$ cat config.mk
export PLATFORM = sky130hd
export DESIGN_NAME = midi_realtime_tempo_tracker_flat
export DESIGN_NICKNAME = d
export VERILOG_FILES = /design/src/rtl/mrtt_pkg.sv /design/src/rtl/mrtt_if.sv /design/src/rtl/mrtt_regs.sv /design/src/rtl/mrtt_ctrl.sv /design/src/rtl/mrtt_datapath.sv /design/src/rtl/midi_realtime_tempo_tracker.sv /design/src/flat_wrapper.sv
export SDC_FILE = /design/constraint.sdc
export NUM_CORES = 1
export LEC_CHECK = 0
export BUFFER_PORTS_ARGS = -buffer_cell sky130_fd_sc_hd__buf_2
export CAP_MARGIN = 15
export CORE_ASPECT_RATIO = 0.7
export CORE_MARGIN = 2
export CORE_UTILIZATION = 30
export CTS_CLUSTER_DIAMETER = 60
export DETAILED_ROUTE_END_ITERATION = 8
export PLACE_DENSITY_LB_ADDON = 0.1
export SLEW_MARGIN = 20
export SYNTH_ARGS = -nofsm -noshare
export SYNTH_HDL_FRONTEND = slang
export SYNTH_SLANG_ARGS = --single-unit
$ cat constraint.sdc
create_clock -name clk -period 7.55 [get_ports clk]
set_input_delay 1.8875 -clock clk [delete_from_list [all_inputs] [get_ports clk]]
set_output_delay 1.8875 -clock clk [all_outputs]
set_load 0.02 [all_outputs]
$ cat src/rtl/mrtt_pkg.sv
`timescale 1ns / 1ps

package mrtt_pkg;

  // field widths
  localparam int TS_W     = 48;
  localparam int IVL_W    = 20;
  localparam int TEMPO_W  = 18;
  localparam int SPOS_W   = 15;
  localparam int ADDR_W   = 4;
  localparam int DATA_W   = 32;

  // midi status bytes
  localparam logic [7:0] STATUS_CLOCK    = 8'hF8;
  localparam logic [7:0] STATUS_START    = 8'hFA;
  localparam logic [7:0] STATUS_CONTINUE = 8'hFB;
  localparam logic [7:0] STATUS_STOP     = 8'hFC;
  localparam logic [7:0] STATUS_SONG_POS = 8'hF2;

  // message lengths
  localparam logic [1:0] LEN_ONE   = 2'd1;
  localparam logic [1:0] LEN_THREE = 2'd3;

  // item commands
  localparam logic CMD_PROCESS     = 1'b0;
  localparam logic CMD_RESET_TEMPO = 1'b1;

  // tempo scaling: twice 60e6 us/min * 100 / 24 pulses, for round-half-up
  localparam longint unsigned TEMPO_SCALE2 = 64'd500000000;
  localparam logic [TEMPO_W-1:0] TEMPO_MAX = 18'd250000;

  // register map
  localparam logic [1:0] REG_TRANSPORT = 2'd0;
  localparam logic [1:0] REG_MIN_IVL   = 2'd1;
  localparam logic [1:0] REG_MAX_IVL   = 2'd2;

  localparam logic [IVL_W-1:0] MIN_IVL_RESET = 20'd1000;
  localparam logic [IVL_W-1:0] MAX_IVL_RESET = 20'd1000000;

  typedef enum logic [1:0] {
    KIND_TEMPO     = 2'd0,
    KIND_TRANSPORT = 2'd1,
    KIND_SONG_POS  = 2'd2,
    KIND_CHANNEL   = 2'd3
  } kind_t;

  typedef struct packed {
    logic             transport_enable;
    logic [IVL_W-1:0] min_interval_us;
    logic [IVL_W-1:0] max_interval_us;
  } cfg_t;

  // controller to datapath
  typedef struct packed {
    logic latch;
    logic eval;
    logic ring_upd;
    logic prep;
    logic div_step;
    logic finish;
    logic load_out;
  } ctrl_cmd_t;

  // datapath to controller
  typedef struct packed {
    logic reset_cmd;
    logic clock_msg;
    logic has_result;
    logic in_range;
    logic sum_zero;
    logic div_done;
  } dp_status_t;

endpackage

$ cat src/rtl/mrtt_if.sv
`timescale 1ns / 1ps

// input message channel
interface mrtt_item_if;
  logic                        valid;
  logic                        ready;
  logic                        command;
  logic [7:0]                  status_byte;
  logic [7:0]                  data_first;
  logic [7:0]                  data_second;
  logic [1:0]                  msg_length;
  logic [1:0]                  device;
  logic [mrtt_pkg::TS_W-1:0]   timestamp_us;

  modport source (
    output valid, command, status_byte, data_first, data_second, msg_length, device,
           timestamp_us,
    input  ready
  );
  modport sink (
    input  valid, command, status_byte, data_first, data_second, msg_length, device,
           timestamp_us,
    output ready
  );
endinterface

// result channel
interface mrtt_result_if;
  logic                           valid;
  logic                           ready;
  logic [1:0]                     kind;
  logic [mrtt_pkg::TEMPO_W-1:0]   tempo_centibpm;
  logic [7:0]                     status_out;
  logic [7:0]                     data_first_out;
  logic [7:0]                     data_second_out;
  logic [1:0]                     device_out;
  logic [mrtt_pkg::SPOS_W-1:0]    song_position;

  modport source (
    output valid, kind, tempo_centibpm, status_out, data_first_out, data_second_out,
           device_out, song_position,
    input  ready
  );
  modport sink (
    input  valid, kind, tempo_centibpm, status_out, data_first_out, data_second_out,
           device_out, song_position,
    output ready
  );
endinterface

$ cat src/rtl/mrtt_regs.sv
`timescale 1ns / 1ps

module mrtt_regs (
  input  logic                        clk,
  input  logic                        rst,
  input  logic                        psel,
  input  logic                        penable,
  input  logic                        pwrite,
  input  logic [mrtt_pkg::ADDR_W-1:0] paddr,
  input  logic [mrtt_pkg::DATA_W-1:0] pwdata,
  output logic [mrtt_pkg::DATA_W-1:0] prdata,
  output logic                        pready,
  output mrtt_pkg::cfg_t              cfg
);
  import mrtt_pkg::*;

  logic [1:0] reg_index;
  logic       wr_en;

  assign reg_index = paddr[3:2];
  assign wr_en     = psel && penable && pwrite;
  assign pready    = 1'b1;

  // register writes
  always_ff @(posedge clk) begin
    if (rst) begin
      cfg.transport_enable <= 1'b0;
      cfg.min_interval_us  <= MIN_IVL_RESET;
      cfg.max_interval_us  <= MAX_IVL_RESET;
    end else if (wr_en) begin
      case (reg_index)
        REG_TRANSPORT: cfg.transport_enable <= pwdata[0];
        REG_MIN_IVL:   cfg.min_interval_us  <= pwdata[IVL_W-1:0];
        REG_MAX_IVL:   cfg.max_interval_us  <= pwdata[IVL_W-1:0];
        default: ;
      endcase
    end
  end

  // read mux
  always_comb begin
    case (reg_index)
      REG_TRANSPORT: prdata = {{(DATA_W-1){1'b0}}, cfg.transport_enable};
      REG_MIN_IVL:   prdata = {{(DATA_W-IVL_W){1'b0}}, cfg.min_interval_us};
      REG_MAX_IVL:   prdata = {{(DATA_W-IVL_W){1'b0}}, cfg.max_interval_us};
      default:       prdata = '0;
    endcase
  end

endmodule

$ cat src/rtl/mrtt_ctrl.sv
`timescale 1ns / 1ps

module mrtt_ctrl (
  input  logic                   clk,
  input  logic                   rst,
  input  logic                   in_valid,
  output logic                   in_ready,
  output logic                   out_valid,
  input  logic                   out_ready,
  input  mrtt_pkg::dp_status_t   status,
  output mrtt_pkg::ctrl_cmd_t    cmd
);
  import mrtt_pkg::*;

  typedef enum logic [2:0] {
    S_IDLE,
    S_EVAL,
    S_RING,
    S_PREP,
    S_DIV,
    S_FIN,
    S_EMIT
  } state_t;

  state_t state;
  state_t state_next;
  logic   slot_free;

  assign in_ready  = (state == S_IDLE);
  assign slot_free = !out_valid || out_ready;

  // next state and datapath commands
  always_comb begin
    state_next = state;
    cmd        = '0;
    case (state)
      S_IDLE: begin
        if (in_valid) begin
          cmd.latch  = 1'b1;
          state_next = S_EVAL;
        end
      end
      S_EVAL: begin
        cmd.eval = 1'b1;
        if (status.reset_cmd) begin
          state_next = S_IDLE;
        end else if (status.clock_msg && status.in_range) begin
          state_next = S_RING;
        end else if (status.has_result) begin
          state_next = S_EMIT;
        end else begin
          state_next = S_IDLE;
        end
      end
      S_RING: begin
        cmd.ring_upd = 1'b1;
        state_next   = S_PREP;
      end
      S_PREP: begin
        cmd.prep   = 1'b1;
        state_next = status.sum_zero ? S_EMIT : S_DIV;
      end
      S_DIV: begin
        if (status.div_done) begin
          state_next = S_FIN;
        end else begin
          cmd.div_step = 1'b1;
        end
      end
      S_FIN: begin
        cmd.finish = 1'b1;
        state_next = S_EMIT;
      end
      S_EMIT: begin
        if (slot_free) begin
          cmd.load_out = 1'b1;
          state_next   = S_IDLE;
        end
      end
      default: state_next = S_IDLE;
    endcase
  end

  // state and output valid
  always_ff @(posedge clk) begin
    if (rst) begin
      state     <= S_IDLE;
      out_valid <= 1'b0;
    end else begin
      state <= state_next;
      if (cmd.load_out) begin
        out_valid <= 1'b1;
      end else if (out_ready) begin
        out_valid <= 1'b0;
      end
    end
  end

endmodule

$ cat src/rtl/mrtt_datapath.sv
`timescale 1ns / 1ps

module mrtt_datapath #(
  parameter int RING_DEPTH = 24
) (
  input  logic                         clk,
  input  logic                         rst,
  input  mrtt_pkg::ctrl_cmd_t          cmd,
  output mrtt_pkg::dp_status_t         status,
  input  mrtt_pkg::cfg_t               cfg,
  input  logic                         command,
  input  logic [7:0]                   status_byte,
  input  logic [7:0]                   data_first,
  input  logic [7:0]                   data_second,
  input  logic [1:0]                   msg_length,
  input  logic [1:0]                   device,
  input  logic [mrtt_pkg::TS_W-1:0]    timestamp_us,
  output logic [1:0]                   kind,
  output logic [mrtt_pkg::TEMPO_W-1:0] tempo_centibpm,
  output logic [7:0]                   status_out,
  output logic [7:0]                   data_first_out,
  output logic [7:0]                   data_second_out,
  output logic [1:0]                   device_out,
  output logic [mrtt_pkg::SPOS_W-1:0]  song_position
);
  import mrtt_pkg::*;

  localparam int IDX_W  = (RING_DEPTH > 1) ? $clog2(RING_DEPTH) : 1;
  localparam int CNT_W  = $clog2(RING_DEPTH + 1);
  localparam int SUM_W  = IVL_W + $clog2(RING_DEPTH);
  localparam int DVS_W  = SUM_W + 1;
  localparam longint unsigned NUM_MAX = TEMPO_SCALE2 * longint'(RING_DEPTH)
                                      + ((longint'(1) << IVL_W) - 1) * longint'(RING_DEPTH);
  localparam int NUM_W  = $clog2(NUM_MAX + 1);
  localparam int STEP_W = $clog2(NUM_W + 1);

  // latched item
  logic              cmd_q;
  logic [7:0]        st_q;
  logic [7:0]        d1_q;
  logic [7:0]        d2_q;
  logic [1:0]        len_q;
  logic [1:0]        dev_q;
  logic [TS_W-1:0]   ts_q;

  // tempo state
  logic [TS_W-1:0]    last_pulse_time;
  logic               pulse_seen;
  logic [IVL_W-1:0]   interval_ring [RING_DEPTH];
  logic [IVL_W-1:0]   ring_rd;
  logic [IDX_W-1:0]   ring_write_index;
  logic               ring_full;
  logic [SUM_W-1:0]   interval_sum;
  logic [TEMPO_W-1:0] tempo_value;
  logic [IVL_W-1:0]   ivl;

  // divider
  logic [NUM_W-1:0]   quo;
  logic [DVS_W-1:0]   rem;
  logic [DVS_W-1:0]   dvs;
  logic [STEP_W-1:0]  steps;

  logic               is_clock;
  logic               is_transport;
  logic [TS_W-1:0]    ivl_full;
  logic [CNT_W-1:0]   count;
  logic [DVS_W:0]     rem_sh;
  logic               q_bit;

  // message classification
  always_comb begin
    is_clock     = (len_q == LEN_ONE) && (st_q == STATUS_CLOCK);
    is_transport = (len_q == LEN_ONE) &&
                   (st_q inside {STATUS_START, STATUS_CONTINUE, STATUS_STOP});
  end

  assign ivl_full = ts_q - last_pulse_time;
  assign count    = ring_full ? CNT_W'(RING_DEPTH) : CNT_W'(ring_write_index);
  assign rem_sh   = {rem, quo[NUM_W-1]};
  assign q_bit    = (rem_sh >= {1'b0, dvs});

  assign status.reset_cmd  = (cmd_q == CMD_RESET_TEMPO);
  assign status.clock_msg  = is_clock;
  assign status.has_result = (cmd_q == CMD_PROCESS) &&
                             (is_clock || (is_transport && cfg.transport_enable) ||
                              (len_q == LEN_THREE));
  assign status.in_range   = pulse_seen &&
                             (ivl_full > TS_W'(cfg.min_interval_us)) &&
                             (ivl_full < TS_W'(cfg.max_interval_us));
  assign status.sum_zero   = (interval_sum == '0);
  assign status.div_done   = (steps == '0);

  // item capture
  always_ff @(posedge clk) begin
    if (cmd.latch) begin
      cmd_q <= command;
      st_q  <= status_byte;
      d1_q  <= data_first;
      d2_q  <= data_second;
      len_q <= msg_length;
      dev_q <= device;
      ts_q  <= timestamp_us;
    end
  end

  // interval ring, registered read at the write index
  always_ff @(posedge clk) begin
    if (cmd.ring_upd) begin
      interval_ring[ring_write_index] <= ivl;
    end
    ring_rd <= interval_ring[ring_write_index];
  end

  // pulse timing, ring bookkeeping and tempo
  always_ff @(posedge clk) begin
    if (rst) begin
      last_pulse_time  <= '0;
      pulse_seen       <= 1'b0;
      ring_write_index <= '0;
      ring_full        <= 1'b0;
      interval_sum     <= '0;
      tempo_value      <= '0;
    end else if (cmd.eval && (cmd_q == CMD_RESET_TEMPO)) begin
      last_pulse_time  <= '0;
      pulse_seen       <= 1'b0;
      ring_write_index <= '0;
      ring_full        <= 1'b0;
      interval_sum     <= '0;
      tempo_value      <= '0;
    end else begin
      if (cmd.eval && is_clock) begin
        last_pulse_time <= ts_q;
        pulse_seen      <= 1'b1;
      end
      if (cmd.ring_upd) begin
        interval_sum <= interval_sum - (ring_full ? SUM_W'(ring_rd) : '0) + SUM_W'(ivl);
        if (ring_write_index == IDX_W'(RING_DEPTH - 1)) begin
          ring_write_index <= '0;
          ring_full        <= 1'b1;
        end else begin
          ring_write_index <= ring_write_index + 1'b1;
        end
      end
      if (cmd.finish) begin
        tempo_value <= (quo > NUM_W'(TEMPO_MAX)) ? TEMPO_MAX : quo[TEMPO_W-1:0];
      end
    end
  end

  // measured interval, fits since it lies below the 20-bit maximum
  always_ff @(posedge clk) begin
    if (cmd.eval) begin
      ivl <= ivl_full[IVL_W-1:0];
    end
  end

  // restoring divider, one quotient bit per cycle
  always_ff @(posedge clk) begin
    if (rst) begin
      steps <= '0;
    end else if (cmd.prep) begin
      steps <= STEP_W'(NUM_W);
    end else if (cmd.div_step) begin
      steps <= steps - 1'b1;
    end
  end

  always_ff @(posedge clk) begin
    if (cmd.prep) begin
      quo <= NUM_W'(TEMPO_SCALE2) * NUM_W'(count) + NUM_W'(interval_sum);
      dvs <= {interval_sum, 1'b0};
      rem <= '0;
    end else if (cmd.div_step) begin
      quo <= {quo[NUM_W-2:0], q_bit};
      rem <= q_bit ? DVS_W'(rem_sh - {1'b0, dvs}) : rem_sh[DVS_W-1:0];
    end
  end

  // result register
  always_ff @(posedge clk) begin
    if (cmd.load_out) begin
      tempo_centibpm  <= '0;
      status_out      <= '0;
      data_first_out  <= '0;
      data_second_out <= '0;
      device_out      <= '0;
      song_position   <= '0;
      if (is_clock) begin
        kind           <= KIND_TEMPO;
        tempo_centibpm <= tempo_value;
      end else if (is_transport) begin
        kind       <= KIND_TRANSPORT;
        status_out <= st_q;
      end else if (st_q == STATUS_SONG_POS) begin
        kind          <= KIND_SONG_POS;
        song_position <= SPOS_W'(d1_q) | {d2_q, 7'b0};
      end else begin
        kind            <= KIND_CHANNEL;
        status_out      <= st_q;
        data_first_out  <= d1_q;
        data_second_out <= d2_q;
        device_out      <= dev_q;
      end
    end
  end

endmodule

$ cat src/rtl/midi_realtime_tempo_tracker.sv
`timescale 1ns / 1ps

// midi clock tempo tracker, 24 pulses per quarter note
// in_ch carries one time-stamped midi message per beat; out_ch carries at most
// one result per message: a tempo report for every clock byte, a transport
// event (when enabled), a song position, or a forwarded three-byte message.
// an item with command set clears the tempo measurement and gives no result.
// the apb port holds transport_enable, min_interval_us and max_interval_us
// at byte addresses 0, 4 and 8; a write lands in the access cycle.
// most messages pass the eval and emit states from acceptance to a result;
// a clock pulse whose interval enters the ring also passes the ring, prep,
// divide and finish states, and the divide state lasts as long as the
// restoring divider takes at one quotient bit per cycle (34-bit dividend at
// RING_DEPTH 24). a dropped message frees the input after the eval state.
// one item is in flight at a time.
// the result sits in an output register; while the receiver stalls, a new
// item can still be accepted and worked on, and it waits only when its own
// result is ready to be loaded.
// reset clears the tempo state and the registers to their defaults; the
// interval ring needs no clearing since an entry is read only after it is
// written.
module midi_realtime_tempo_tracker #(
  parameter int RING_DEPTH = 24
) (
  input  logic                        clk,
  input  logic                        rst,
  mrtt_item_if.sink                   in_ch,
  mrtt_result_if.source               out_ch,
  input  logic                        psel,
  input  logic                        penable,
  input  logic                        pwrite,
  input  logic [mrtt_pkg::ADDR_W-1:0] paddr,
  input  logic [mrtt_pkg::DATA_W-1:0] pwdata,
  output logic [mrtt_pkg::DATA_W-1:0] prdata,
  output logic                        pready
);
  import mrtt_pkg::*;

  cfg_t       cfg;
  ctrl_cmd_t  cmd;
  dp_status_t status;
  logic       in_accept;

  assign in_accept = in_ch.valid && in_ch.ready;

  // configuration registers
  mrtt_regs u_regs (
    .clk     (clk),
    .rst     (rst),
    .psel    (psel),
    .penable (penable),
    .pwrite  (pwrite),
    .paddr   (paddr),
    .pwdata  (pwdata),
    .prdata  (prdata),
    .pready  (pready),
    .cfg     (cfg)
  );

  // sequencer
  mrtt_ctrl u_ctrl (
    .clk       (clk),
    .rst       (rst),
    .in_valid  (in_ch.valid),
    .in_ready  (in_ch.ready),
    .out_valid (out_ch.valid),
    .out_ready (out_ch.ready),
    .status    (status),
    .cmd       (cmd)
  );

  // tempo datapath and result register
  mrtt_datapath #(
    .RING_DEPTH (RING_DEPTH)
  ) u_datapath (
    .clk             (clk),
    .rst             (rst),
    .cmd             (cmd),
    .status          (status),
    .cfg             (cfg),
    .command         (in_ch.command),
    .status_byte     (in_ch.status_byte),
    .data_first      (in_ch.data_first),
    .data_second     (in_ch.data_second),
    .msg_length      (in_ch.msg_length),
    .device          (in_ch.device),
    .timestamp_us    (in_ch.timestamp_us),
    .kind            (out_ch.kind),
    .tempo_centibpm  (out_ch.tempo_centibpm),
    .status_out      (out_ch.status_out),
    .data_first_out  (out_ch.data_first_out),
    .data_second_out (out_ch.data_second_out),
    .device_out      (out_ch.device_out),
    .song_position   (out_ch.song_position)
  );

  // an accepted beat is evaluated in the next cycle
  a_accept_then_eval: assert property (@(posedge clk) disable iff (rst)
    in_accept |=> cmd.eval)
    else $error("accepted item not evaluated");

  // the result register is never overwritten while a result waits
  a_load_slot_free: assert property (@(posedge clk) disable iff (rst)
    cmd.load_out |-> (!out_ch.valid || out_ch.ready))
    else $error("result overwritten while stalled");

  // intake and result loading never overlap
  a_no_accept_on_load: assert property (@(posedge clk) disable iff (rst)
    !(in_accept && cmd.load_out))
    else $error("item accepted while a result is loaded");

  // reported tempo stays within its saturation limit
  a_tempo_limit: assert property (@(posedge clk) disable iff (rst)
    out_ch.valid |-> (out_ch.tempo_centibpm <= TEMPO_MAX))
    else $error("tempo above limit");

endmodule

$ cat src/flat_wrapper.sv
// flat-port wrapper written by rule: the top's interface ports become plain ports
module midi_realtime_tempo_tracker_flat import mrtt_pkg::*;
#(
  parameter int RING_DEPTH = 24
)
  (clk, rst, psel, penable, pwrite, paddr, pwdata, prdata, pready, in_ch_valid, in_ch_command, in_ch_status_byte, in_ch_data_first, in_ch_data_second, in_ch_msg_length, in_ch_device, in_ch_timestamp_us, in_ch_ready, out_ch_valid, out_ch_kind, out_ch_tempo_centibpm, out_ch_status_out, out_ch_data_first_out, out_ch_data_second_out, out_ch_device_out, out_ch_song_position, out_ch_ready);
  mrtt_item_if in_ch_i ();
  mrtt_result_if out_ch_i ();
  input  logic clk;
  input  logic rst;
  input  logic psel;
  input  logic penable;
  input  logic pwrite;
  input  logic [mrtt_pkg::ADDR_W-1:0] paddr;
  input  logic [mrtt_pkg::DATA_W-1:0] pwdata;
  output logic [mrtt_pkg::DATA_W-1:0] prdata;
  output logic pready;
  input wire logic [$bits(in_ch_i.valid)-1:0] in_ch_valid;
  input wire logic [$bits(in_ch_i.command)-1:0] in_ch_command;
  input wire logic [$bits(in_ch_i.status_byte)-1:0] in_ch_status_byte;
  input wire logic [$bits(in_ch_i.data_first)-1:0] in_ch_data_first;
  input wire logic [$bits(in_ch_i.data_second)-1:0] in_ch_data_second;
  input wire logic [$bits(in_ch_i.msg_length)-1:0] in_ch_msg_length;
  input wire logic [$bits(in_ch_i.device)-1:0] in_ch_device;
  input wire logic [$bits(in_ch_i.timestamp_us)-1:0] in_ch_timestamp_us;
  output wire logic [$bits(in_ch_i.ready)-1:0] in_ch_ready;
  output wire logic [$bits(out_ch_i.valid)-1:0] out_ch_valid;
  output wire logic [$bits(out_ch_i.kind)-1:0] out_ch_kind;
  output wire logic [$bits(out_ch_i.tempo_centibpm)-1:0] out_ch_tempo_centibpm;
  output wire logic [$bits(out_ch_i.status_out)-1:0] out_ch_status_out;
  output wire logic [$bits(out_ch_i.data_first_out)-1:0] out_ch_data_first_out;
  output wire logic [$bits(out_ch_i.data_second_out)-1:0] out_ch_data_second_out;
  output wire logic [$bits(out_ch_i.device_out)-1:0] out_ch_device_out;
  output wire logic [$bits(out_ch_i.song_position)-1:0] out_ch_song_position;
  input wire logic [$bits(out_ch_i.ready)-1:0] out_ch_ready;
  assign in_ch_i.valid = in_ch_valid;
  assign in_ch_i.command = in_ch_command;
  assign in_ch_i.status_byte = in_ch_status_byte;
  assign in_ch_i.data_first = in_ch_data_first;
  assign in_ch_i.data_second = in_ch_data_second;
  assign in_ch_i.msg_length = in_ch_msg_length;
  assign in_ch_i.device = in_ch_device;
  assign in_ch_i.timestamp_us = in_ch_timestamp_us;
  assign in_ch_ready = in_ch_i.ready;
  assign out_ch_valid = out_ch_i.valid;
  assign out_ch_kind = out_ch_i.kind;
  assign out_ch_tempo_centibpm = out_ch_i.tempo_centibpm;
  assign out_ch_status_out = out_ch_i.status_out;
  assign out_ch_data_first_out = out_ch_i.data_first_out;
  assign out_ch_data_second_out = out_ch_i.data_second_out;
  assign out_ch_device_out = out_ch_i.device_out;
  assign out_ch_song_position = out_ch_i.song_position;
  assign out_ch_i.ready = out_ch_ready;
  midi_realtime_tempo_tracker #(.RING_DEPTH(RING_DEPTH)) u_core (.clk(clk), .rst(rst), .in_ch(in_ch_i), .out_ch(out_ch_i), .psel(psel), .penable(penable), .pwrite(pwrite), .paddr(paddr), .pwdata(pwdata), .prdata(prdata), .pready(pready));
endmodule
==> metrics.md, run 1 <==
| Metric | Value |
|---|---|
| Pin count of the biggest net entering global routing | `90` |
| Delay-heaviest family, CP | `compound AO/OA/AOI/OAI gates` |
| PwrDens | `about 230 nW/µm²` |
| CTS tree | `built` |
| Nets | `4032` |
| Cell mode on critical path | `o21ai_0` |
| Layout cells sized above 1 | `16.9%` |
| Clk sinks | `892` |
| DR vias/cell | `4.82` |
| CP Max Fanout | `4` |
| Dpl cell area | `between 40000 and 50000 µm²` |
| Maximum clock rate | `0.162 GHz` |
| Area grow syn2layout | `15.3%` |
| Fraction of registers with async set/reset | `0%` |
| Drt total wl | `117000 µm` |
| Synth warn | `0` |
| Die area | `146000 µm²` |
| Post-CTS setup buffer count | `0` |
| Tightest Pin Transition | `1120 ps` |
| Req. time, crit path | `8120 ps` |
| Cell count after synthesis | `3450` |
| Post-Syn Area | `around 43000 µm²` |
| Die Span X | `~460 µm` |
| Crit. End Element | `flip-flop` |
| Synth Register Bits | `892` |
| CTS max path bufs | `3` |
| Hold wc startpoint | `u_core.u_datapath.last_pulse_time[18]$_SDFFE_PP0P_` |
| Worst EP arrival | `6740 ps` |
| Clk root buf | `clkbuf_16` |
| Post-cts sizing count | `0` |
| Number of routed nets with antenna violations | `0` |
| Crit share post-route | `81.6%` |
| Post-synthesis sequential area ratio | `approximately 58%` |
| Leak pwr | `17.7 nW` |
| Distinct cell type count after synthesis | `92` |
| Sum Neg Setup Slack | `0 ps` |
| Setup CP Type | `reg2reg` |
| H-tree depth | `3` |
| GR Overflow Total | `0` |
| CP Launch Point | `u_core.u_datapath.ts_q[2]$_DFFE_PP_` |
| Reg2reg start | `u_core.u_datapath.ts_q[2]$_DFFE_PP_` |
| Final Skew | `34.0 ps` |
| Crit path buf inv count | `0` |
| Vias after detailed routing | `roughly 27000` |
| RePlAce Congestion | `0.782` |
| Post-CTS Hold Buffers | `0` |
| First-pass GRT wire length | `about 180000 µm` |
| Max rail drop VDD | `roughly 190 µV` |
| Worst-path clk slew | `60 ps` |
| Dpl hpwl | `81800 µm` |
| Row Count | `115` |
| Commonest non-fill, non-tap cells in the layout | `edfxtp_1 (697), nand2_1 (343), inv_1 (297)` |
| Cell area after layout | `just under 50000 µm²` |
| Router iterations before antenna repair | `5` |
| Core area | `141000 µm²` |
| Slew Limit Fails | `0` |
| Fin crit period | `6160 ps` |
| IO Port Bufs | `between 150 and 200` |
| Vias in the first global route | `around 27000` |
| Post-synth EDFFs | `697` |
| Mean routed wirelength per cell | `between 20 and 25 µm` |
| CP max stage delay | `550 ps` |
| Filler cell count | `13900` |
| Max transition margin | `between 20% and 30%` |
| Initial DRC count | `~2000` |
| Commonest non-fill, non-tap cell in the layout | `edfxtp_1` |
| Mean area per synthesized cell | `~12 µm²` |
| Final Hold Fails | `0` |
| Total of max-cap violations | `0` |
| Post-synth top flop | `edfxtp_1` |
| Total Routing Usage GR | `15.8%` |
| Die Y | `between 300 and 400 µm` |
| Critical path's slowest cell | `o31ai_1` |
| Clk_lat worst skew | `between 700 and 800 ps` |
| Outcome | `complete, no violations` |
| Crit-path cells | `ha_1 -> o21a_1 -> o31a_1 -> o22ai_2 -> o31ai_1 -> a21o_1 -> a21oi_1 -> o21ai_0 -> a21o_1 -> a31oi_1 -> xnor2_1 -> ha_1 -> nand2_1 -> o21ai_0 -> o21ai_0 -> a2111oi_0 -> o2111ai_1 -> or4b_1 -> nor4_1 -> nand4_1 -> nor4_2 -> a41oi_1` |
| Total power | `roughly 0.011 W` |
| CTS Buf Count | `98` |
| Number of remaining DRC errors | `0` |
| Worst Hold Class | `reg2reg` |
| Starting Density | `30.3%` |
| IO Count | `216` |
| Unrepaired setup endpoints after global routing | `false` |
| Initial antenna violation count | `5` |
| Final setup fails | `0` |
| Startpoint types | `flip-flop` |
## cells in the mapped netlist (22+ instances only)
cell / instances / area share (%)
a211oi_1: 22 / 0.39
a21o_1: 41 / 0.72
a21oi_1: 231 / 2.7
a22o_1: 22 / 0.45
a22oi_1: 52 / 0.91
and2_1: 88 / 1.3
clkbuf_1: 107 / 0.94
dfxtp_1: 195 / 9.1
edfxtp_1: 697 / 49
fa_1: 40 / 1.9
ha_1: 209 / 6.1
inv_1: 297 / 2.6
mux2_2: 23 / 0.60
mux2i_1: 31 / 0.72
mux4_2: 120 / 6.3
nand2_1: 344 / 3.0
nand2b_1: 24 / 0.35
nand3_1: 65 / 0.76
nand4_1: 30 / 0.44
nor2_1: 182 / 1.6
nor3_1: 45 / 0.53
o21a_1: 24 / 0.42
o21ai_0: 129 / 1.5
xnor2_1: 72 / 1.5
xor2_1: 36 / 0.74
## worst reg2reg max path: stages (launching register included)
cell and delay [ps]:
edfxtp_1 410, ha_1 360, o21a_1 140, o31a_1 200, o22ai_2 130, o31ai_1 560
a21o_1 200, a21oi_1 90, o21ai_0 180, a21o_1 170, a31oi_1 100, xnor2_1 470
ha_1 230, nand2_1 70, o21ai_0 220, o21ai_0 210, a2111oi_0 420, o2111ai_1 170
or4b_1 500, nor4_1 440, nand4_1 170, nor4_2 410, a41oi_1 180
## cell type report
cell class	instances	area (µm²)	area share, %
antenna	2	5.00	0.0101
sequential	892	24800	50.3
tap	1872	2340	4.74
clock buffer	135	2720	5.51
clock inverter	51	510	1.03
inverter	298	1120	2.26
timing repair buffer	253	1470	2.97
multi-input combinational	2120	16400	33.2
## sequential cells by signal (all words and copies together) (netlist names), 25 cells and up
signal	count
u_core.u_datapath.rem	26
u_core.u_datapath.quo	34
u_core.u_datapath.ts_q	48
u_core.u_regs.cfg	41
u_core.u_datapath.interval_ring	480
u_core.u_datapath.dvs	25
u_core.u_datapath.last_pulse_time	48
u_core.u_datapath.interval_sum	25
## cell families after synthesis
kind of cell             count (synthesis)  synth area share [%]
buffers and inverters                  449                  4.16
multiplexers                           174                  7.64
AND/OR/NAND/NOR                        907                  10.1
flip-flops                             892                  58.0
adder cells (fa/ha/maj)                249                  7.97
AO/OA/AOI/OAI                          669                  9.92
XOR/XNOR                               108                  2.21
other                                    2                0.0175
## where the power goes
part	switching, W	internal [W]
clock	0.00214	0.00267
sequential	0.000119	0.00541
combinational	0.000594	0.000389
## metal layers
layer	vias up	track usage [%]	part of all wire, %
met1	13500	25.4	54
met2	434	21.7	40
met4	0	3.15	1.7
met3	125	3.15	4.4
met5	-	0	0
li1	13100	-	-
## worst paths after layout
check / end / slack, ps / cells past startpoint
min: u_core.u_datapath.last_pulse_time[18]$_SDFFE_PP0P_ / 450 / 2
min reg2reg: u_core.u_datapath.last_pulse_time[18]$_SDFFE_PP0P_ / 450 / 2
max reg2reg: u_core.u_ctrl.state[2]$_SDFFE_PP0P_ / 1390 / 22
max: u_core.u_ctrl.state[2]$_SDFFE_PP0P_ / 1390 / 22
## metrics by stage
stage          utilization, %  setup slack [ps]  hold WS (ps)  instances
2_1_floorplan               -              1670           432       3461
3_3_place_gp             32.7              1590           441       5431
3_5_place_dp             32.7              1450           447       5432
4_1_cts                  35.0              1420           455       5618
5_1_grt                  35.0               862           473       5623
6_report                 35.0              1390           453       5623
No activity file was read; power rests on OpenSTA's default activity.
==> run 2, diff against run 1 <==
==> constraint.sdc (replaced) <==
create_clock -name clk -period 6.25 [get_ports clk]
set_input_delay 1.5625 -clock clk [delete_from_list [all_inputs] [get_ports clk]]
set_output_delay 1.5625 -clock clk [all_outputs]
set_load 0.02 [all_outputs]
==> metrics.md, run 2 (synthesis results as in run 1) <==
| Metric | Value |
|---|---|
| Vias in the first global route | `26700 (-0.55%)` |
| Global route hottest layer | `met1` |
| Area grow syn2layout | `15.5%` |
| Outcome | `complete, no violations` |
| Total Routing Usage GR | `15.7% (-0.093 points)` |
| Met1 Usage GRT | `25.6% (+0.27 points)` |
| Max rail drop VDD | `205 µV (+9.1%)` |
| Crit path buf inv count | `3 (+3)` |
| IO Count | `216 (unchanged)` |
| Crit. End Element | `flip-flop` |
| Filler cell count | `13800 (-0.38%)` |
| Critical path's slowest cell | `o31ai_1` |
| Router iterations before antenna repair | `5 (unchanged)` |
| Clk root buf | `clkbuf_16` |
| First-pass GRT wire length | `175000 µm (-0.67%)` |
| CTS tree | `built` |
| Vias after detailed routing | `27100 (+0.096%)` |
| Layout cells sized above 1 | `16.6% (-0.30 points)` |
| Core area | `141000 µm² (unchanged)` |
| Die area | `146000 µm² (unchanged)` |
| Top reg by flops | `u_core.u_datapath.interval_ring` |
| Multi-input gate area | `16400 µm² (+0.18%)` |
| Number of routed nets with antenna violations | `0 (unchanged)` |
| GR Overflow Total | `0 (unchanged)` |
| Clk_lat worst skew | `720 ps (about the same)` |
| Total power | `0.0138 W (+21%)` |
| PwrDens | `278 nW/µm² (+21%)` |
| CP Max Fanout | `5 (+1)` |
| Starting Density | `30.3% (unchanged)` |
| Row Count | `115 (unchanged)` |
| Largest regs | `u_core.u_datapath.interval_ring (480), u_core.u_datapath.last_pulse_time (48), u_core.u_datapath.ts_q (48)` |
| Final Hold Fails | `0 (unchanged)` |
| Worst-path clk slew | `60 ps (about the same)` |
| Max transition margin | `28.1% (+2.4 points)` |
| Worst EP arrival | `6200 ps (-540 ps)` |
| Crit share post-route | `92.6% (+11 points)` |
| Tightest Pin Transition | `1080 ps (-39.3 ps)` |
| Maximum clock rate | `0.173 GHz (+6.4%)` |
| Initial antenna violation count | `7 (+2)` |
| Commonest non-fill, non-tap cells in the layout | `edfxtp_1 (697), nand2_1 (343), inv_1 (297)` |
| Number of remaining DRC errors | `0 (unchanged)` |
| Cell mode on critical path | `o21ai_0` |
| CTS Buf Count | `100 (+2.0%)` |
| CP Depth | `22 (unchanged)` |
| Delay-heaviest family, CP | `compound AO/OA/AOI/OAI gates` |
| Commonest non-fill, non-tap cell in the layout | `edfxtp_1` |
| Leak pwr | `17.7 nW (about the same)` |
| Unrepaired setup endpoints after global routing | `false` |
| Crit-path cells | `nand2b_1 -> inv_1 -> ha_1 -> ha_1 -> inv_1 -> fa_1 -> inv_1 -> ha_1 -> o21ai_0 -> o21ai_0 -> a21oi_1 -> xnor2_1 -> ha_1 -> nand3_1 -> o31ai_1 -> o21ai_0 -> o21ai_0 -> o21ba_2 -> nand3_1 -> nor3_1 -> xnor2_1 -> o21ai_0` |
| Startpoint types | `flip-flop` |
| CP max stage delay | `660 ps (+110 ps)` |
| Dpl hpwl | `80900 µm (-1.1%)` |
| Setup CP Type | `reg2reg` |
| Met3 usage in global routing | `2.65% (-0.50 points)` |
| Req. time, crit path | `6660 ps (-1460 ps)` |
| Die Y | `320 µm (unchanged)` |
| Mean routed wirelength per cell | `20.6 µm (-0.81%)` |
| H-tree depth | `3 (unchanged)` |
| Initial DRC count | `2324 (+15%)` |
| Hold-critical path depth | `2 (unchanged)` |
| R2R depth | `22 (unchanged)` |
| DR vias/cell | `4.82 (about the same)` |
| Final setup fails | `0 (unchanged)` |
| CTS max path bufs | `3 (unchanged)` |
| Drt total wl | `116000 µm (-0.77%)` |
| Final Skew | `43.8 ps (+9.81 ps)` |
| Sum Neg Setup Slack | `0 ps (unchanged)` |
| RePlAce Congestion | `0.791 (+1.2%)` |
| Seq. cell area | `24800 µm² (unchanged)` |
| Worst Hold Class | `reg2reg` |
| Die Span X | `456 µm (unchanged)` |
| Slew Limit Fails | `0 (unchanged)` |
| Fin crit period | `5790 ps (-372 ps)` |
| Total of max-cap violations | `0 (unchanged)` |
| IO Port Bufs | `188 (unchanged)` |
| Clk sinks | `892 (unchanged)` |
| Pin count of the biggest net entering global routing | `126 (+40%)` |
| Nets | `4031 (-0.025%)` |
| Max reg flops | `480 (unchanged)` |
| Met2 usage | `21.3% (-0.40 points)` |
## run 2: metal layers
metal,vias to the layer above,wire [µm]
li1,13100,-
met1,13400,62700
met2,495,45900
met3,145,4950
met4,0,2170
met5,-,0
## run 2: stage by stage
step	setup WS, ps	utilization, %	cell area, µm²	instances	hold WS, ps
floorplan	368	-	42900	3461	432
global placement	347	32.7	46100	5429	441
detailed placement	227	32.7	46100	5430	447
CTS	212	35.0	49400	5620	455
global route	23.7	35.0	49500	5625	467
finish	461	35.0	49500	5625	452
## run 2: worst paths after layout
kind / from / endpoint / slack (ps)
worst max-delay path: u_core.u_datapath.ring_full$_SDFFE_PP0P_ / u_core.u_datapath.quo[31]$_DFFE_PP_ / 460
worst min-delay path: u_core.u_datapath.last_pulse_time[20]$_SDFFE_PP0P_ / u_core.u_datapath.last_pulse_time[20]$_SDFFE_PP0P_ / 450
worst max register to register: u_core.u_datapath.ring_full$_SDFFE_PP0P_ / u_core.u_datapath.quo[31]$_DFFE_PP_ / 460
worst min register to register: u_core.u_datapath.last_pulse_time[20]$_SDFFE_PP0P_ / u_core.u_datapath.last_pulse_time[20]$_SDFFE_PP0P_ / 450
## run 2: worst reg2reg max path, stage by stage, from the launching register on
cell and delay (ps):
dfxtp_1 320, nand2b_1 200, inv_1 220, ha_1 290
ha_1 170, inv_1 50, fa_1 500, inv_1 40
ha_1 330, o21ai_0 280, o21ai_0 200, a21oi_1 280
xnor2_1 110, ha_1 330, nand3_1 120, o31ai_1 660
o21ai_0 270, o21ai_0 320, o21ba_2 230, nand3_1 130
nor3_1 210, xnor2_1 140, o21ai_0 80
## run 2: layout make-up
class                   count  area share (%)
clock buffers             143            5.49
flip-flops and latches    892            50.2
repair buffers            250            2.99
inverters                 298            2.26
clock inverters            47            1.09
well taps                1872            4.73
diodes                      3          0.0152
multi-input cells        2120            33.2
## run 2: timing repair
action                     in CTS  in global routing
hold buffers                    0                  0
resized for setup               0                  6
setup buffers                   0                  0
setup endpoints to repair       0                  1
## run 2: report_power, final
group	internal (W)	switching, W
combinational	0.000470	0.000719
sequential	0.00654	0.000143
clock	0.00329	0.00260
==> run 3, diff against run 2 <==
--- a/config.mk
+++ b/config.mk
@@ -9,10 +9,11 @@
 export CAP_MARGIN = 15
 export CORE_ASPECT_RATIO = 0.7
 export CORE_MARGIN = 2
-export CORE_UTILIZATION = 30
+export CORE_UTILIZATION = 50
 export CTS_CLUSTER_DIAMETER = 60
 export DETAILED_ROUTE_END_ITERATION = 8
 export PLACE_DENSITY_LB_ADDON = 0.1
+export REMOVE_ABC_BUFFERS = 1
 export SLEW_MARGIN = 20
 export SYNTH_ARGS = -nofsm -noshare
 export SYNTH_HDL_FRONTEND = slang
==> metrics.md, run 3 (synthesis results as in run 1) <==
| Metric | Value |
|---|---|
| Dpl hpwl | `72000 µm (-11%)` |
| DR vias/cell | `5.72 (+19%)` |
| GR Overflow Total | `0 (unchanged)` |
| Core Util, Final | `57.1% (+22 points)` |
| Die area | `88100 µm² (-40%)` |
| Router iterations before antenna repair | `8 (+3)` |
| Nets | `4003 (-0.69%)` |
| Core area | `84500 µm² (-40%)` |
| Final Hold Fails | `0 (unchanged)` |
| Initial DRC count | `2447 (+5.3%)` |
| Die Y | `249 µm (-22%)` |
| Row Count | `89 (-23%)` |
| Vias in the first global route | `27400 (+2.8%)` |
| Starting Density | `50.7% (+20 points)` |
| DP Worst Slack | `224 ps (-3.20 ps)` |
| Post-CTS Hold Buffers | `0 (unchanged)` |
| Post-cts sizing count | `0 (unchanged)` |
| Largest regs | `u_core.u_datapath.interval_ring (480), u_core.u_datapath.last_pulse_time (48), u_core.u_datapath.ts_q (48)` |
| Met3 usage in global routing | `4.21% (+1.6 points)` |
| Commonest non-fill, non-tap cell in the layout | `edfxtp_1` |
| PnR worst setup slack | `381 ps (-80.0 ps)` |
| Sw Pwr | `0.00317 W (-8.4%)` |
| Worst Hold Class | `reg2reg` |
| Post-CTS setup buffer count | `0 (unchanged)` |
| Met1 Usage GRT | `36.3% (+11 points)` |
| Area grow syn2layout | `12.6%` |
| Req. time, crit path | `6780 ps (+120 ps)` |
| Total power | `0.0134 W (-2.5%)` |
| Final Skew | `23.6 ps (-20.2 ps)` |
| Total of max-cap violations | `0 (unchanged)` |
| Leak pwr | `17.5 nW (-0.99%)` |
| CTS max path bufs | `3 (unchanged)` |
| First-pass GRT wire length | `161000 µm (-7.8%)` |
| Final setup fails | `0 (unchanged)` |
| H-tree depth | `3 (unchanged)` |
| Total Routing Usage GR | `23.7% (+7.9 points)` |
| Hold WS | `455 ps (+2.62 ps)` |
| Layout cells sized above 1 | `16.0% (-0.57 points)` |
| CTS tree | `built` |
| Crit share post-route | `93.9% (+1.3 points)` |
| Net Sw Frac | `23.7% (-1.5 points)` |
| Critical path's slowest cell | `or4b_1` |
| CP max stage delay | `480 ps (-180 ps)` |
| IO Count | `216 (unchanged)` |
| Startpoint types | `flip-flop` |
| Outcome | `complete, no violations` |
| Tightest Pin Transition | `1100 ps (+27.5 ps)` |
| Mean routed wirelength per cell | `21.5 µm (+4.6%)` |
| Setup CP Type | `reg2reg` |
| Met2 usage | `34.8% (+14 points)` |
| Unrepaired setup endpoints after global routing | `false` |
| Maximum clock rate | `0.170 GHz (-1.4%)` |
| Clk_lat worst skew | `680 ps (-40 ps)` |
| Number of routed nets with antenna violations | `0 (unchanged)` |
| Pin count of the biggest net entering global routing | `90 (-29%)` |
| Worst EP arrival | `6400 ps (+200 ps)` |
| Clock Power Share | `41.4% (-1.4 points)` |
| Crit-path cells | `ha_1 -> o21a_1 -> o31a_1 -> o22ai_2 -> o31ai_2 -> a21o_1 -> a21oi_1 -> o21ai_0 -> a21o_1 -> xor2_1 -> ha_1 -> a21oi_1 -> nor2b_1 -> o21ai_0 -> o2111ai_1 -> a2111oi_0 -> o2111ai_1 -> or4b_1 -> nor4_1 -> nand4_1 -> nor4_4 -> a41oi_1` |
| Int Pwr | `0.0102 W (-0.59%)` |
| Post-Layout Cell Count | `4849 (-14%)` |
| IO Port Bufs | `188 (unchanged)` |
| Clk sinks | `892 (unchanged)` |
| Max rail drop VDD | `225 µV (+9.8%)` |
| Commonest non-fill, non-tap cells in the layout | `edfxtp_1 (697), nand2_1 (344), inv_1 (297)` |
| RePlAce Congestion | `0.896 (+13%)` |
| Combinational power share | `8.7% (about the same)` |
| Drt total wl | `104000 µm (-9.8%)` |
| Inst Count DP | `4681 (-14%)` |
| Slew Limit Fails | `0 (unchanged)` |
| CP Max Fanout | `4 (-1)` |
| Global route hottest layer | `met1` |
| Crit. End Element | `flip-flop` |
| Number of remaining DRC errors | `0 (unchanged)` |
| Top reg by flops | `u_core.u_datapath.interval_ring` |
| Vias after detailed routing | `27700 (+2.3%)` |
| CTS Buf Count | `87 (-13%)` |
| PwrDens | `278 nW/µm² (about the same)` |
| Worst-path clk slew | `60 ps (about the same)` |
| Max reg flops | `480 (unchanged)` |
| Initial antenna violation count | `3 (-4)` |
| Clk root buf | `clkbuf_16` |
| Max transition margin | `26.4% (-1.6 points)` |
| Flop pwr share | `49.9% (+1.3 points)` |
| Fin crit period | `5870 ps (+80.0 ps)` |
| Die Span X | `354 µm (-22%)` |
run 3: changes by cell type in the layout (fill, tap and decap cells not counted), moves of 3 or more:
cell       delta
clkbuf_1     -19
buf_4        -11
clkbuf_16    -11
nor2_2        -8
nor2_4        +8
bufinv_16     +7
clkinv_2      +3
inv_6         -3
inv_8         -3
run 3: layout make-up:
cell class	instances	area, µm²
clock buffer	114	2380
tap	1137	1420
sequential	892	24800
inverter	298	1120
timing repair buffer	235	1310
multi-input combinational	2120	16500
clock inverter	50	673
fill	6862	36300
antenna	3	7.51
run 3: path summary, 6_finish.rpt:
kind / start / end / slack (ps) / cells past startpoint
worst max-delay path: u_core.u_datapath.ts_q[3]$_DFFE_PP_ / u_core.u_ctrl.state[2]$_SDFFE_PP0P_ / 380 / 22
worst min register to register: u_core.u_datapath.last_pulse_time[34]$_SDFFE_PP0P_ / u_core.u_datapath.last_pulse_time[34]$_SDFFE_PP0P_ / 450 / 2
worst min-delay path: u_core.u_datapath.last_pulse_time[34]$_SDFFE_PP0P_ / u_core.u_datapath.last_pulse_time[34]$_SDFFE_PP0P_ / 450 / 2
worst max register to register: u_core.u_datapath.ts_q[3]$_DFFE_PP_ / u_core.u_ctrl.state[2]$_SDFFE_PP0P_ / 380 / 22
run 3: routing by layer:
layer,vias up,part of all wire (%)
met4,0,2.2
met2,815,44
li1,13000,-
met5,-,0
met1,13800,48
met3,137,6.3
run 3: critical path: cells and delay by family, from the launching register on:
kind,cells,cell delay (ps)
AND/OR/NAND/NOR,5,1390
adder cells (fa/ha/maj),2,710
XOR/XNOR,1,290
AO/OA/AOI/OAI,14,2910
flip-flops,1,400
run 3: power groups by stage:
| stage | Combinational (W) | Clock [W] | Sequential (W) |
|---|---|---|---|
| final | 0.00116 | 0.00555 | 0.00669 |
| after global routing | 0.00129 | 0.00591 | 0.00670 |
| after CTS | 0.00115 | 0.00567 | 0.00669 |
| after detailed placement | 0.00114 | 0 | 0.00682 |
| after global placement | 0.00111 | 0 | 0.00680 |
| after floorplan | 0.000825 | 0 | 0.00675 |
run 3: through the flow:
stage | setup TNS (ps) | cell area (µm²)
after floorplan | -336690 | 42200
after global placement | 0 | 45100
after detailed placement | 0 | 45100
after CTS | 0 | 48200
after global routing | 0 | 48200
final | 0 | 48200
